File: config.mk
export PLATFORM = sky130hd
export DESIGN_NAME = lpvs_ram
export DESIGN_NICKNAME = d
export VERILOG_FILES = /design/src/hdl/lpvs_ram.sv
export SDC_FILE = /design/constraint.sdc
export NUM_CORES = 2
export LEC_CHECK = 0
export BUFFER_PORTS_ARGS = -buffer_cell sky130_fd_sc_hd__buf_2
export CAP_MARGIN = 20
export CELL_PAD_IN_SITES_DETAIL_PLACEMENT = 0
export CELL_PAD_IN_SITES_GLOBAL_PLACEMENT = 1
export CORE_UTILIZATION = 51
export DETAILED_ROUTE_END_ITERATION = 10
export PLACE_DENSITY = 0.77
export SYNTH_ARGS = -nofsm -noshare
export SYNTH_HDL_FRONTEND = slang
export SYNTH_SLANG_ARGS = --single-unit
File: constraint.sdc
create_clock -name clock -period 6.25 [get_ports clock]
set_clock_uncertainty 0.1 [all_clocks]
set_input_delay 0.3125 -clock clock [delete_from_list [all_inputs] [get_ports clock]]
set_output_delay 0.3125 -clock clock [all_outputs]
set_load 0.05 [all_outputs]
File: src/hdl/lpvs_ram.sv
// Generic single-write, single-read RAM with registered read data.
`default_nettype none

module lpvs_ram #(
   parameter int WIDTH = 64,
   parameter int DEPTH = 64
) (
   input  wire logic                     clock,
   input  wire logic                     wr_en,
   input  wire logic [$clog2(DEPTH)-1:0] wr_addr,
   input  wire logic [WIDTH-1:0]         wr_data,
   input  wire logic [$clog2(DEPTH)-1:0] rd_addr,
   output logic      [WIDTH-1:0]         rd_data
);

   logic [WIDTH-1:0] mem_ff [DEPTH];
   logic [WIDTH-1:0] rd_data_ff;

   always_ff @(posedge clock) begin
      if (wr_en) begin
         mem_ff[wr_addr] <= wr_data;
      end
      rd_data_ff <= mem_ff[rd_addr];
   end

   assign rd_data = rd_data_ff;

endmodule

`default_nettype wire

==> out/qor.txt <==
final wirelength - 427000 µm
number of hold-slack violations in the final timing report - 0
maximum number of pins on one net before global-route repair - 115
Final Hold Slack - 0.0319 ns
slew at the pin with the worst max-slew slack - 1.20 ns
effective utilization at floorplan - 51.5%
residual antenna-violating net count after detailed routing - 0
sequential cell area fraction in the yosys report - 79.5%
Root Buffer Master - sky130_fd_sc_hd__clkbuf_16
min Tclk post-route - 3.30 ns
area share of the largest cell type after synthesis - 78.7%
number of I/O port buffers - 141
Clock Latency Late Sink - 0.99 ns
buffer levels on the longest clock path - 4
number of nets produced by synthesis - 6676
maximum fanout count along the critical path - 31
estimated wirelength of the detail-placed design - 224000 µm
Remaining DRCs - 0
iteration-0 DRC count of the detailed router - 11200
min-delay worst type - in2reg
number of cells produced by synthesis - 6598
leakage power of the design - 55.4 nW
number of warnings printed during yosys synthesis - 0
# H-tree levels - 5
Startpoint Class - input port
antenna violations before repair - 32
Final Max Tran Viols - 0
overflow left after global routing - 0
crit-path max cell delay - 0.93 ns
count of buffers added by post-CTS timing repair for setup - 0
category of the worst setup path capture point - register
biggest area contributors in the synthesized netlist - sky130_fd_sc_hd__edfxtp_1, sky130_fd_sc_hd__mux4_2, sky130_fd_sc_hd__mux2i_1
first-pass detailed-route iteration total - 5
detailed-route vias per instance - 6.67
data arrival time of the critical path - 3.77 ns
post-CTS sizing - 0
number of distinct library cell variants in the gate-level netlist after synthesis - 33
Max-cap violations - 0
clock input transition at the sequential cells of the worst setup and hold paths - 0.06 ns
DIE HEIGHT - 556 µm
area growth from synthesis to final layout - 13.7%
number of buffers added by the clock tree synthesis step - 405
Vias - 76900
vias in the first global route - 76800
Avg Cell Area, Syn - 23.7 µm²
relative slew slack - 19.8%
floorplan die width - 556 µm
count of flip-flops with a built-in enable after synthesis - 4096
result of the run - complete, no violations
P per Cell Area - 328 nW/µm²
crit-path cells - dlygate4sd3_1 -> buf_2 -> nor2b_1 -> nand3_1 -> nor2_4 -> buf_4
worst path required time - 6.72 ns
Row Count - 202
register bit count reported by yosys - 4160
clock net sink count - 4160
endpoints failing setup - 0
placeable core region - 304000 µm²
Tot GR Track Use - 27.7%
final period utilization - 52.8%
highest clock rate - 0.303 GHz
wire length of the first global-routing pass - 596000 µm
post-synthesis cell area - 156000 µm²
most used flip-flop cell after synthesis - sky130_fd_sc_hd__edfxtp_1
CTS tree - done
nets - 7160
layout cell share with drive strength beyond 1 - 28.3%
RSZ-0062 raised after global routing - false
number of hold buffers added after cts - 50
die outline area - 309000 µm²
fraction of synthesis flops using an asynchronous set or reset pin - 0%
placer congestion estimate - 0.818
detail-routed net length per standard cell - 37.1 µm
I/O pin cnt - 142
largest area contributor in the synthesized netlist - sky130_fd_sc_hd__edfxtp_1
VDD IR max - 0.299 mV
CP max stage cell - sky130_fd_sc_hd__nor2_4
class of the most critical setup path - in2reg
accumulated negative setup slack - 0 ns
## final cells by class
| cell class | count | area, µm² |
|---|---|---|
| Antenna cell | 21 | 52.6 |
| Clock buffer | 509 | 10800 |
| Clock inverter | 242 | 2530 |
| Fill cell | 21100 | 126000 |
| Inverter | 19 | 71.3 |
| Multi-Input combinational cell | 2049 | 30800 |
| Sequential cell | 4160 | 124000 |
| Tap cell | 4080 | 5100 |
| Timing Repair Buffer | 447 | 4120 |
## worst max-delay path: cells and delay by family
family,cells,cell delay [ns]
buf+inv,3,1.66
simple gates,3,1.65
## Yosys cell counts (all sizes together) (3+ instances only)
library cell  instances
or2                  28
mux2i               135
clkbuf              140
o22ai                83
nand2                58
mux4               1024
or3                  29
nor2                112
o221ai               38
and2                  3
a31oi                18
and3                 64
a41oi                26
a211oi               63
nor2b                28
nand2b               11
edfxtp             4096
dfxtp                64
inv                  19
a2bb2oi              19
nand3                45
buf                 230
a22oi               168
a22o                 88
## metal layers
layer  GRT usage, %  up-vias  share of wire, %
met1           38.0    41300                36
met5              0        -             0.026
li1               -    29500                 -
met3           5.73      921                11
met4           11.0       18               4.3
met2           44.1     5188                48
## cells by family (layout without fill, tap and decap cells)
kind of cell	after synthesis	count (layout)	share of synthesized area (%)
AOI/OAI and AO/OA	504	504	2.48
buffers and inverters	389	1217	1.18
DFF	4160	4160	79.5
muxes	1159	1159	15.6
other	0	21	0
and+or+nand+nor	386	386	1.24
## flip-flops by register name, indices dropped and copies added, names as in the netlist
name	count
mem_ff	4096
rd_data	64
## power by group
part / switching [mW] / internal, mW
Clock: 10.6 / 13.8
Combinational: 1.87 / 1.01
Sequential: 0.164 / 30.9
## placed cells by master (no fill, tap or decap), types with 29 or more instances in the layout
cell type and count:
sky130_fd_sc_hd__buf_4 168, sky130_fd_sc_hd__clkinv_1 81, sky130_fd_sc_hd__dlygate4sd3_1 65, sky130_fd_sc_hd__o22ai_1 83, sky130_fd_sc_hd__bufinv_16 35, sky130_fd_sc_hd__mux2i_1 135, sky130_fd_sc_hd__edfxtp_1 4096, sky130_fd_sc_hd__clkbuf_1 80
sky130_fd_sc_hd__o221ai_1 38, sky130_fd_sc_hd__buf_2 138, sky130_fd_sc_hd__a22oi_1 168, sky130_fd_sc_hd__and3_1 64, sky130_fd_sc_hd__nand2_1 56, sky130_fd_sc_hd__nor2_4 65, sky130_fd_sc_hd__a22o_1 88, sky130_fd_sc_hd__clkinv_2 75
sky130_fd_sc_hd__nand3_1 45, sky130_fd_sc_hd__mux4_2 1024, sky130_fd_sc_hd__dfxtp_1 64, sky130_fd_sc_hd__or3_1 29, sky130_fd_sc_hd__buf_12 73, sky130_fd_sc_hd__a211oi_1 63, sky130_fd_sc_hd__clkbuf_16 406, sky130_fd_sc_hd__nor2_1 47
## metrics by stage
stage               area (µm²)  util [%]  power, mW  std cells  setup slack (ns)
floorplan               156000         -       33.2       6598             0.402
global placement        163000      53.8       34.4      10700              2.50
detailed placement      163000      53.8       34.5      10700              2.50
CTS                     177000      58.3       58.5      11500              3.06
global route            178000      58.5       59.6      11500              2.90
finish                  178000      58.5       58.3      11500              2.95
## worst paths after layout
kind	startpoint	end	slack (ns)	depth (start not counted)
max	wr_addr[2]	mem_ff[13][51]$_DFFE_PP_	2.95	6
min	rd_addr[2]	rd_data[62]$_DFF_P_	0.03	5
max reg2reg	mem_ff[12][14]$_DFFE_PP_	rd_data[14]$_DFF_P_	3.85	5
min reg2reg	mem_ff[47][44]$_DFFE_PP_	rd_data[44]$_DFF_P_	0.71	4
No activity file was read; power rests on OpenSTA's default activity.
