### src/hdl/lpvs_pkg.sv
// Shared types and constants for the label propagation vertex step.
`default_nettype none

package lpvs_pkg;

   localparam int LABEL_W = 64;
   localparam int ROUNDS_W = 8;
   localparam int MAX_MESSAGES_DEFAULT = 64;

   localparam logic [ROUNDS_W-1:0] STABILITY_LIMIT_RESET = 8'd20;
   localparam logic [ROUNDS_W-1:0] ROUNDS_CEILING = 8'd255;

   typedef enum logic [1:0] {
      CMD_SET_VERTEX    = 2'd0,
      CMD_MESSAGE       = 2'd1,
      CMD_SUPERSTEP_END = 2'd2
   } command_type;

   typedef enum logic {
      S_IDLE,
      S_VOTE
   } top_state_type;

   typedef enum logic [2:0] {
      V_IDLE,
      V_FETCH,
      V_LOAD,
      V_SCAN,
      V_TALLY,
      V_DONE
   } vote_state_type;

   typedef struct packed {
      logic               done;
      logic [LABEL_W-1:0] label;
   } vote_status_type;

endpackage

`default_nettype wire

### src/hdl/lpvs_vote.sv
// Vote unit: modal label, lower on ties; if no repeats, min with vertex.
`default_nettype none

module lpvs_vote
   import lpvs_pkg::*;
#(
   parameter int MAX_MESSAGES = MAX_MESSAGES_DEFAULT
) (
   input  wire logic                                clock,
   input  wire logic                                reset,
   input  wire logic                                start,
   input  wire logic [$clog2(MAX_MESSAGES+1)-1:0]   msg_count,
   input  wire logic [LABEL_W-1:0]                  vertex_label,
   output logic      [$clog2(MAX_MESSAGES)-1:0]     rd_addr,
   input  wire logic [LABEL_W-1:0]                  rd_data,
   output vote_status_type                          status
);

   localparam int CNT_W = $clog2(MAX_MESSAGES + 1);
   localparam int ADDR_W = $clog2(MAX_MESSAGES);

   vote_state_type     state_ff, state_in;
   logic [CNT_W-1:0]   i_ff, i_in;
   logic [CNT_W-1:0]   j_ff, j_in;
   logic [CNT_W-1:0]   hits_ff, hits_in;
   logic [CNT_W-1:0]   best_hits_ff, best_hits_in;
   logic [LABEL_W-1:0] best_ff, best_in;
   logic [LABEL_W-1:0] smallest_ff, smallest_in;
   logic [LABEL_W-1:0] v_ff, v_in;
   logic [LABEL_W-1:0] low_label;

   always_ff @(posedge clock) begin
      if (reset) begin
         state_ff <= V_IDLE;
      end else begin
         state_ff <= state_in;
      end
      i_ff         <= i_in;
      j_ff         <= j_in;
      hits_ff      <= hits_in;
      best_hits_ff <= best_hits_in;
      best_ff      <= best_in;
      smallest_ff  <= smallest_in;
      v_ff         <= v_in;
   end

   always_comb begin
      state_in     = state_ff;
      i_in         = i_ff;
      j_in         = j_ff;
      hits_in      = hits_ff;
      best_hits_in = best_hits_ff;
      best_in      = best_ff;
      smallest_in  = smallest_ff;
      v_in         = v_ff;
      rd_addr      = i_ff[ADDR_W-1:0];
      low_label    = (smallest_ff < vertex_label) ? smallest_ff : vertex_label;
      status.done  = 1'b0;
      status.label = (best_hits_ff <= CNT_W'(1)) ? low_label : best_ff;

      unique case (state_ff)
         V_IDLE: begin
            if (start) begin
               i_in         = '0;
               best_hits_in = '0;
               state_in     = V_FETCH;
            end
         end
         V_FETCH: begin
            rd_addr  = i_ff[ADDR_W-1:0];
            state_in = V_LOAD;
         end
         V_LOAD: begin
            v_in = rd_data;
            if ((i_ff == '0) || (rd_data < smallest_ff)) begin
               smallest_in = rd_data;
            end
            rd_addr  = '0;
            j_in     = CNT_W'(1);
            hits_in  = '0;
            state_in = V_SCAN;
         end
         V_SCAN: begin
            if (rd_data == v_ff) begin
               hits_in = hits_ff + CNT_W'(1);
            end
            if (j_ff < msg_count) begin
               rd_addr = j_ff[ADDR_W-1:0];
               j_in    = j_ff + CNT_W'(1);
            end else begin
               state_in = V_TALLY;
            end
         end
         V_TALLY: begin
            if ((hits_ff > best_hits_ff) ||
                ((hits_ff == best_hits_ff) && (v_ff < best_ff))) begin
               best_hits_in = hits_ff;
               best_in      = v_ff;
            end
            i_in = i_ff + CNT_W'(1);
            if ((i_ff + CNT_W'(1)) == msg_count) begin
               state_in = V_DONE;
            end else begin
               state_in = V_FETCH;
            end
         end
         V_DONE: begin
            status.done = 1'b1;
            state_in    = V_IDLE;
         end
         default: begin
            state_in = V_IDLE;
         end
      endcase
   end

endmodule

`default_nettype wire

### config.mk
export PLATFORM = sky130hd
export DESIGN_NAME = lpvs_vote
export DESIGN_NICKNAME = d
export VERILOG_FILES = /design/src/hdl/lpvs_pkg.sv /design/src/hdl/lpvs_vote.sv
export SDC_FILE = /design/constraint.sdc
export NUM_CORES = 1
export LEC_CHECK = 0
export BUFFER_PORTS_ARGS = -buffer_cell sky130_fd_sc_hd__buf_4
export CAP_MARGIN = 40
export CORE_ASPECT_RATIO = 0.8
export CORE_UTILIZATION = 46
export DETAILED_ROUTE_END_ITERATION = 6
export GPL_ROUTABILITY_DRIVEN = 0
export PLACE_DENSITY = 0.67
export SYNTH_ARGS = -nofsm -noshare
export SYNTH_HDL_FRONTEND = slang
export SYNTH_SLANG_ARGS = --single-unit
### constraint.sdc
create_clock -name clock -period 6.06 [get_ports clock]
set_input_delay 1.212 -clock clock [delete_from_list [all_inputs] [get_ports clock]]
set_output_delay 1.212 -clock clock [all_outputs]
set_load 0.01 [all_outputs]
==> flow_summary.json <==
{
  "ioPinCount": 209,
  "cp.arrival_ns": 4.69,
  "syn-cell-area_um2": 15200,
  "fin_tns_setup_ns": 0,
  "drc": 0,
  "fin_crit_ns": 5.90,
  "worst-path-max-fanout": 26,
  "cp.required_ns": 4.85,
  "antenna_found_initial": 1,
  "antenna_cells": 0,
  "hpwl_um": 33400,
  "vias": 12300,
  "die_area_um2": 33800,
  "post-route-period-util": 0.974,
  "async_flop_share": 0,
  "viasPerCell": 5.88,
  "nets": 1994,
  "cts_setup_buffers": 0,
  "slew_headroom": 0.473,
  "clockRootBuffer": "clkbuf_16",
  "outcome": "complete, no violations",
  "hold_violations": 0,
  "grt_max_degree": 64,
  "ys_types": 56,
  "rsz0062_at_grt": "false",
  "clock_latency_ns": 0.53,
  "setup_viol": 0,
  "ant_nets": 0,
  "path_class": "in -> out",
  "ys_warn_count": 0,
  "synthTopCellsByArea": "edfxtp_1, ha_1, inv_1",
  "io_buffers": 208,
  "ys.flop_type": "edfxtp_1",
  "ir_drop_mv": 0.189,
  "syn-num-nets": 1789,
  "cts_buffer_depth": 3,
  "first_global_vias": 11600,
  "synth-seq-area-share": 0.438,
  "finalClockSkew_ns": 0.0185,
  "whs_path_depth": 0,
  "r2r_cells": 11,
  "cts_tree": "yes",
  "yosysTopAreaCellShare": 0.434,
  "syn_inst": 1445,
  "drtIter0Drc": 1277,
  "cp-end-kind": "output pin",
  "power.density_nw_per_um2": 225,
  "synthToLayoutAreaGrowth_pct": 19.0,
  "numCtsBuffers": 25,
  "cts.sink_count": 223,
  "wl_per_cell_um": 20.9,
  "synth_edf_count": 220,
  "final_layout_size_suffix_gt1_frac": 0.165,
  "grt-ovfl-total": 0,
  "max_freq_mhz": 169,
  "die_x_um": 205,
  "hold_buffers": 0,
  "synth_seq_cells": 223,
  "hold_class": "reg -> reg",
  "max-cap-violations": 0,
  "startpoint_type": "input pin",
  "slew_viol_final": 0,
  "die_h_um": 165,
  "track_usage": 0.256,
  "start_util": 0.468,
  "timing.hold.ws_ns": 0.490,
  "avgSynthCellArea_um2": 10.5,
  "yosysTopAreaCell": "edfxtp_1",
  "num_rows": 59,
  "htree_levels": 1,
  "p_leak_nw": 8.03,
  "core_um2": 32600,
  "dr.pass1.iters": 5,
  "grt_pass1_wl_um": 66200,
  "post_cts_resized": 0,
  "drt_wl_total_um": 43900,
  "cts.clk_slew.worst_paths_ns": 0.06,
  "worst_pin_slew_ns": 0.790
}
-- registers in the layout, summed over array words and instances, names as in the netlist --
name and cells:
best_ff 64, v_ff 64, smallest_ff 64, j_ff 7, i_ff 7, hits_ff 7
best_hits_ff 7, state_ff 3
-- layer usage --
| metal | part of all wire | vias up | wire length, um | GRT usage |
|---|---|---|---|---|
| met4 | 0.020 | 2 | 872 | 0.0562 |
| met2 | 0.44 | 485 | 19500 | 0.401 |
| li1 | - | 5854 | - | - |
| met1 | 0.46 | 5930 | 20200 | 0.374 |
| met5 | 0.00039 | - | 17 | 0 |
| met3 | 0.076 | 53 | 3330 | 0.0387 |
-- synthesized netlist by cell type, types with 37 or more instances --
| cell | number |
|---|---|
| clkbuf_1 | 37 |
| nor2_1 | 49 |
| inv_1 | 211 |
| a21oi_1 | 115 |
| ha_1 | 206 |
| nand2_1 | 42 |
| xor2_1 | 55 |
| o22ai_1 | 64 |
| or3_1 | 66 |
| a21o_1 | 56 |
| edfxtp_1 | 220 |
| o311a_1 | 63 |
-- power by group --
group | total [mW] | switching (mW) | leakage (nW) | internal (mW)
Clock | 1.46 | 0.621 | 0.377 | 0.840
Combinational | 0.738 | 0.427 | 5.61 | 0.311
Sequential | 1.87 | 0.0763 | 2.04 | 1.79
-- layout make-up --
cell class | instances | area (um2)
fill | 2820 | 14400
clock buffer | 31 | 648
clock inverter | 14 | 116
multi-input combinational | 960 | 7550
timing repair buffer | 229 | 1810
sequential | 223 | 6670
inverter | 211 | 792
tap | 427 | 534
-- worst max-delay path, stage by stage --
cell      delay [ns]
buf_4           0.10
inv_1           0.04
ha_1            0.28
nand4_1         0.12
or3_1           0.42
or4_1           0.67
a311oi_1        0.49
o41ai_1         0.24
a21boi_4        0.24
buf_4           0.34
nor3_1          0.09
nor3_1          0.25
buf_4           0.17
-- cells by family after synthesis --
| logic type | count (synthesis) | synth area share |
|---|---|---|
| compound gates | 375 | 0.171 |
| fa+ha+maj | 206 | 0.169 |
| buf+inv | 262 | 0.0685 |
| flops | 223 | 0.438 |
| simple gates | 295 | 0.105 |
| xor+xnor | 84 | 0.0483 |
-- worst paths after layout --
kind	from	endpoint	slack, ns
setup reg to reg	smallest_ff[33]$_DFFE_PP_	smallest_ff[37]$_DFFE_PP_	2.00
hold / removal	v_ff[0]$_DFFE_PP_	best_ff[0]$_DFFE_PP_	0.49
setup / recovery	vertex_label[39]	status[0]	0.16
hold reg to reg	v_ff[0]$_DFFE_PP_	best_ff[0]$_DFFE_PP_	0.49
-- stage by stage --
stage                util  power (mW)  setup WS (ns)  instance area (um2)  instances
floorplan               -        2.30          0.491                15200       1445
global placement    0.531        2.61          0.326                17300       2046
detailed placement  0.533        2.63          0.225                17400       2050
CTS                 0.556        4.09          0.204                18100       2095
global route        0.556        4.22         0.0513                18100       2095
finish              0.556        4.07          0.157                18100       2095
-- layout by cell type, fill, tap and decap left out, types with 22 or more instances in the layout --
cell type	Yosys	final
a21o_1	56	56
a21oi_1	115	115
buf_4	0	220
clkbuf_16	0	25
edfxtp_1	220	220
ha_1	206	206
inv_1	211	211
nand2_1	42	38
nand4_1	35	35
nor2_1	49	48
o21ai_0	22	22
o22ai_1	64	64
o311a_1	63	63
or3_1	66	66
xnor2_1	29	29
xor2_1	55	55
Note: power is estimated with default switching activity, not from simulation.
